File: config.mk
export PLATFORM = sky130hd
export DESIGN_NAME = lhp_ctrl
export DESIGN_NICKNAME = d
export VERILOG_FILES = /design/src/rtl/lhp_pkg.sv /design/src/rtl/lhp_ctrl.sv
export SDC_FILE = /design/constraint.sdc
export NUM_CORES = 1
export LEC_CHECK = 0
export ABC_AREA = 1
export BUFFER_PORTS_ARGS = -buffer_cell sky130_fd_sc_hd__buf_2
export CAP_MARGIN = 20
export CORE_MARGIN = 2
export CORE_UTILIZATION = 51
export DETAILED_ROUTE_END_ITERATION = 7
export PLACE_DENSITY = 0.76
export SYNTH_ARGS = -nofsm -noshare
export SYNTH_HDL_FRONTEND = slang
export SYNTH_SLANG_ARGS = --single-unit
File: constraint.sdc
create_clock -name clk_i -period 1.7 [get_ports clk_i]
set_clock_uncertainty 0.1 [all_clocks]
set_input_delay 0.34 -clock clk_i [delete_from_list [all_inputs] [get_ports clk_i]]
set_output_delay 0.34 -clock clk_i [all_outputs]
set_load 0.02 [all_outputs]
File: src/rtl/lhp_pkg.sv
`default_nettype none

package lhp_pkg;

  localparam int Buckets  = 32;
  localparam int IdxW     = $clog2(Buckets);
  localparam int OutBktW  = 5;
  localparam int CntW     = 64;
  localparam int PctW     = 7;
  localparam int ProdW    = CntW + PctW;
  localparam int NumPct   = 3;
  localparam int PctScale = 100;
  localparam int DataW    = 32;
  localparam int AddrW    = 4;

  localparam logic [PctW-1:0] PctLowRst  = PctW'(50);
  localparam logic [PctW-1:0] PctMidRst  = PctW'(90);
  localparam logic [PctW-1:0] PctHighRst = PctW'(95);

  typedef enum logic [1:0] {
    RegPctLow  = 2'd0,
    RegPctMid  = 2'd1,
    RegPctHigh = 2'd2
  } reg_idx_e;

  typedef struct packed {
    logic            wr_en;
    logic [IdxW-1:0] wr_idx;
    logic            rd_en;
    logic [IdxW-1:0] rd_idx;
    logic            start;
    logic            capture;
  } lhp_cmd_t;

  typedef struct packed {
    logic walk_done;
  } lhp_sts_t;

  typedef struct packed {
    logic               empty_res;
    logic [OutBktW-1:0] bucket_low;
    logic [OutBktW-1:0] bucket_mid;
    logic [OutBktW-1:0] bucket_high;
    logic [OutBktW-1:0] top_bucket;
    logic [CntW-1:0]    sample_total;
  } lhp_res_t;

endpackage

`default_nettype wire

File: src/rtl/lhp_ctrl.sv
`default_nettype none

module lhp_ctrl (
  input  wire logic              clk_i,
  input  wire logic              rst_ni,
  input  wire logic              in_valid_i,
  input  wire logic              out_free_i,
  input  wire lhp_pkg::lhp_sts_t sts_i,
  output logic                   in_ready_o,
  output lhp_pkg::lhp_cmd_t      cmd_o
);

  typedef enum logic [3:0] {
    StLoad  = 4'b0001,
    StWalk  = 4'b0010,
    StDrain = 4'b0100,
    StDone  = 4'b1000
  } state_e;

  localparam logic [lhp_pkg::IdxW-1:0] LastIdx = lhp_pkg::IdxW'(lhp_pkg::Buckets - 1);

  state_e                      state_q, state_d;
  logic [lhp_pkg::IdxW-1:0]    load_idx_q, load_idx_d;
  logic [lhp_pkg::IdxW-1:0]    walk_idx_q, walk_idx_d;
  logic                        accept;

  assign in_ready_o = (state_q == StLoad);
  assign accept     = in_ready_o && in_valid_i;

  always_comb begin
    state_d       = state_q;
    load_idx_d    = load_idx_q;
    walk_idx_d    = walk_idx_q;
    cmd_o         = '0;
    cmd_o.wr_idx  = load_idx_q;
    cmd_o.rd_idx  = walk_idx_q;
    unique case (state_q)
      StLoad: begin
        if (accept) begin
          cmd_o.wr_en = 1'b1;
          if (load_idx_q == LastIdx) begin
            load_idx_d = '0;
            walk_idx_d = '0;
            state_d    = StWalk;
          end else begin
            load_idx_d = load_idx_q + 1'b1;
          end
        end
      end
      StWalk: begin
        cmd_o.rd_en = 1'b1;
        cmd_o.start = (walk_idx_q == '0);
        if (walk_idx_q == LastIdx) begin
          state_d = StDrain;
        end else begin
          walk_idx_d = walk_idx_q + 1'b1;
        end
      end
      StDrain: begin
        if (sts_i.walk_done) begin
          state_d = StDone;
        end
      end
      StDone: begin
        if (out_free_i) begin
          cmd_o.capture = 1'b1;
          state_d       = StLoad;
        end
      end
      default: begin
        state_d = StLoad;
      end
    endcase
  end

  always_ff @(posedge clk_i or negedge rst_ni) begin
    if (!rst_ni) begin
      state_q    <= StLoad;
      load_idx_q <= '0;
      walk_idx_q <= '0;
    end else begin
      state_q    <= state_d;
      load_idx_q <= load_idx_d;
      walk_idx_q <= walk_idx_d;
    end
  end

endmodule

`default_nettype wire

==> summary.md <==
| Metric | Value |
|---|---|
| Final net count | between 150 and 200 |
| Post-synthesis cell area | between 800 and 900 sq um |
| First-pass GRT wire length | 2.97 mm |
| Routability congestion estimate | roughly 0.82 |
| DRC Markers | 0 |
| Crit-path max FO | 3 |
| Max Clock Freq | between 500 and 600 MHz |
| 1st-iter DRT viols | 22 |
| R2R Path End | state_q[0] |
| Syn_area_per_cell | between 7 and 8 sq um |
| Min Hold Slack | between 0.2 and 0.25 ns |
| Final period util | 1.04 |
| CTS Sinks | 14 |
| Synth unique cells | 24 |
| Largest stage delay, worst path | 0.45 ns |
| Relative slew slack | 0.788 |
| Initial core utilization | 0.556 |
| Startpoint types | flop |
| Most common cell after layout, fill and taps aside | nand2_1 |
| Power Total | about 1.9 mW |
| Fin cells | between 150 and 200 |
| I/O Pins | 20 |
| Slew Limit Fails | 0 |
| Fin area | 1260 sq um |
| Share of layout cells above drive strength 1 | 0.473 |
| Synthesis-to-layout area growth | 47.2% |
| CTS Buffer Depth | 2 |
| Hold path endpoint | state_q[2] |
| Critical path's slowest cell | dfrtp_1 |
| Synthesis Warnings | 0 |
| Gate power share | 0.575 |
| Clock Latency Late Sink | approximately 0.28 ns |
| Post-synth ARST share | 1.00 |
| Critical path data arrival time | 1.34 ns |
| Final Critical Period | around 1.8 ns |
| Hpwl dp | 1.34 mm |
| Root Driver | clkbuf_4 |
| Syn_nets | about 120 |
| Post-synth EDFFs | 0 |
| Switch Pwr | 0.851 mW |
| Register area share after synthesis | 0.410 |
| Die ar. | slightly above 2000 sq um |
| Worst r2r src | walk_idx_q[1] |
| Top delay family on crit path | flip-flops |
| Switching fraction of total power | 0.449 |
| Largest net degree at the start of global routing | 15 |
| IO Port Bufs | 19 |
| Max Cap Violations | 0 |
| Antenna diodes | 0 |
| Initial DRT Pass Iterations | 4 |
| Drt wl/cell | between 10 and 15 microns |
| Core area | roughly 1500 sq um |
| Vias in the first global route | around 730 |
| Failing checks | setup timing |
| R2R cell count | 11 |
| Worst-path cell chain | buf_4 -> nor2_4 -> nand2_4 -> nor2_8 -> buf_6 |
| Part of the power in the clock network | 0.128 |
| Cell internal pwr | around 1.0 mW |
| Placed insts | roughly 150 |
| Min-delay src | sts_i |
| WP buf/inv | 2 |
| Power per cell area | roughly 1500 nW/um^2 |
| Die W | approximately 45 microns |
| Reg2reg setup slack | -0.02 ns |
| Hold path depth | 4 |
| Initial antenna violation count | 0 |
| GRT Util Overall | 0.204 |
| Synthesized instance count | about 110 |
| H-tree depth | 1 |
| Congestion Overflow GR | 0 |
| Worst-path clk slew | ~0.09 ns |
| TritonCTS clock tree | yes |
| Worst hold path class | in2reg |
| Total placed instance area | 1000 sq um |
| Fillers | 93 |
| Sequential power share | 0.297 |
| Row count | 14 |
| Worst-margin pin slew | about 0.32 ns |
| Post-route ant nets | 0 |
| Main synth FF type | dfrtp_1 |
| Routed via count | approximately 840 |
| Critical Path RT | approximately 1.3 ns |
| Crit path kind | reg2out |
| Die Y | around 45 microns |
| Final Hold Viols | 0 |
| Max IR drop VDD | around 1100 uV |
| Pre-CTS setup slack | roughly 0.026 ns |
| CP endpoint kind | output port |
| Worst setup margin | -0.0757 ns |
| Leak pwr | between 0.6 and 0.7 nW |
| Unrepaired setup endpoints after global routing | yes |
| Synth Register Bits | 14 |
| Total detailed-routing wirelength | between 2 and 2.5 mm |
| Setup Viol. Count Final | 6 |
| Most frequent cells in the layout | 28 x nand2_1, 19 x buf_4, 15 x buf_2 |
| Vias per inst | approximately 5.0 |
| Status | finished with violations |
| Clock buffer count from CTS | 3 |
[timing repair]
item / CTS / global route
hold buffers: 1 / 0
setup endpoints to repair: 6 / 12
gates resized for setup: 11 / 21
endpoints found under the hold margin: 13 / 0
buffers inserted: 8 / 7
pin swaps: 3 / 7
[power groups by stage]
stage          clock [mW]  combinational [mW]  sequential, mW
2_1_floorplan           0               0.471           0.675
3_3_place_gp            0               0.810           0.557
3_5_place_dp            0               0.831           0.561
4_1_cts             0.241               0.934           0.555
5_1_grt             0.258                1.21           0.578
6_report            0.242                1.09           0.563
[cells in the mapped netlist, types with 2 or more instances]
cell type	n	area, sq um
o21ai_2	2	17.5
nor2_4	2	22.5
nor4_1	2	12.5
nor3_1	2	10.0
nand3_1	8	40.0
o21ai_0	3	15.0
ha_1	5	62.6
nand4_1	2	12.5
nor2_1	7	26.3
nand2_1	30	113
dfrtp_1	13	325
o21ai_1	2	10.0
inv_1	19	71.3
[logic make-up after synthesis]
kind of cell,Yosys count,share of synthesized area
DFF,14,0.410
and+or+nand+nor,59,0.353
AOI/OAI and AO/OA,8,0.0584
buffers and inverters,21,0.0949
adders and majority gates,5,0.0730
xor gates and xnor gates,1,0.0102
[tightest hold or removal path: cells and delay by family]
family        cells  cell delay, ns
buf+inv           2            0.10
simple gates      2            0.16
[cell type report]
| type | instances | area (sq um) | area share |
|---|---|---|---|
| repair buffers | 38 | 262 | 0.207 |
| well taps | 16 | 20.0 | 0.0159 |
| flip-flops and latches | 14 | 352 | 0.279 |
| clock buffers | 4 | 36.3 | 0.0288 |
| inverters | 21 | 83.8 | 0.0665 |
| multi-input cells | 73 | 508 | 0.403 |
[layer usage]
layer	vias up	routed length (microns)	global-route usage
li1	422	-	-
met1	396	869	0.257
met2	16	1070	0.351
met3	2	73	0.0240
met4	0	20	0.0882
met5	-	0	0
[stage by stage]
| stage | setup TNS [ns] | util |
|---|---|---|
| 3_3_place_gp | 0 | 0.649 |
| 5_1_grt | -1.24 | 0.818 |
| 4_1_cts | -0.309 | 0.736 |
| 6_report | -0.268 | 0.818 |
| 2_1_floorplan | 0 | - |
| 3_5_place_dp | 0 | 0.649 |
[sequential cells by signal, summed over array words and instances, names as in the netlist]
name and count:
walk_idx_q 5, state_q 4, load_idx_q 5
[worst max path at each step]
stage	startpoint	end	slack, ns	cells after the start
2_1_floorplan	state_q[1]	cmd_o[0]	0.001	3
3_3_place_gp	load_idx_q[1]	state_q[3]	0.11	10
3_5_place_dp	load_idx_q[1]	state_q[3]	0.03	10
4_1_cts	state_q[1]	cmd_o[0]	-0.09	4
5_1_grt	walk_idx_q[1]	state_q[0]	-0.16	11
6_report	state_q[1]	cmd_o[13]	-0.08	5
Power figures use the tool's default switching activity.
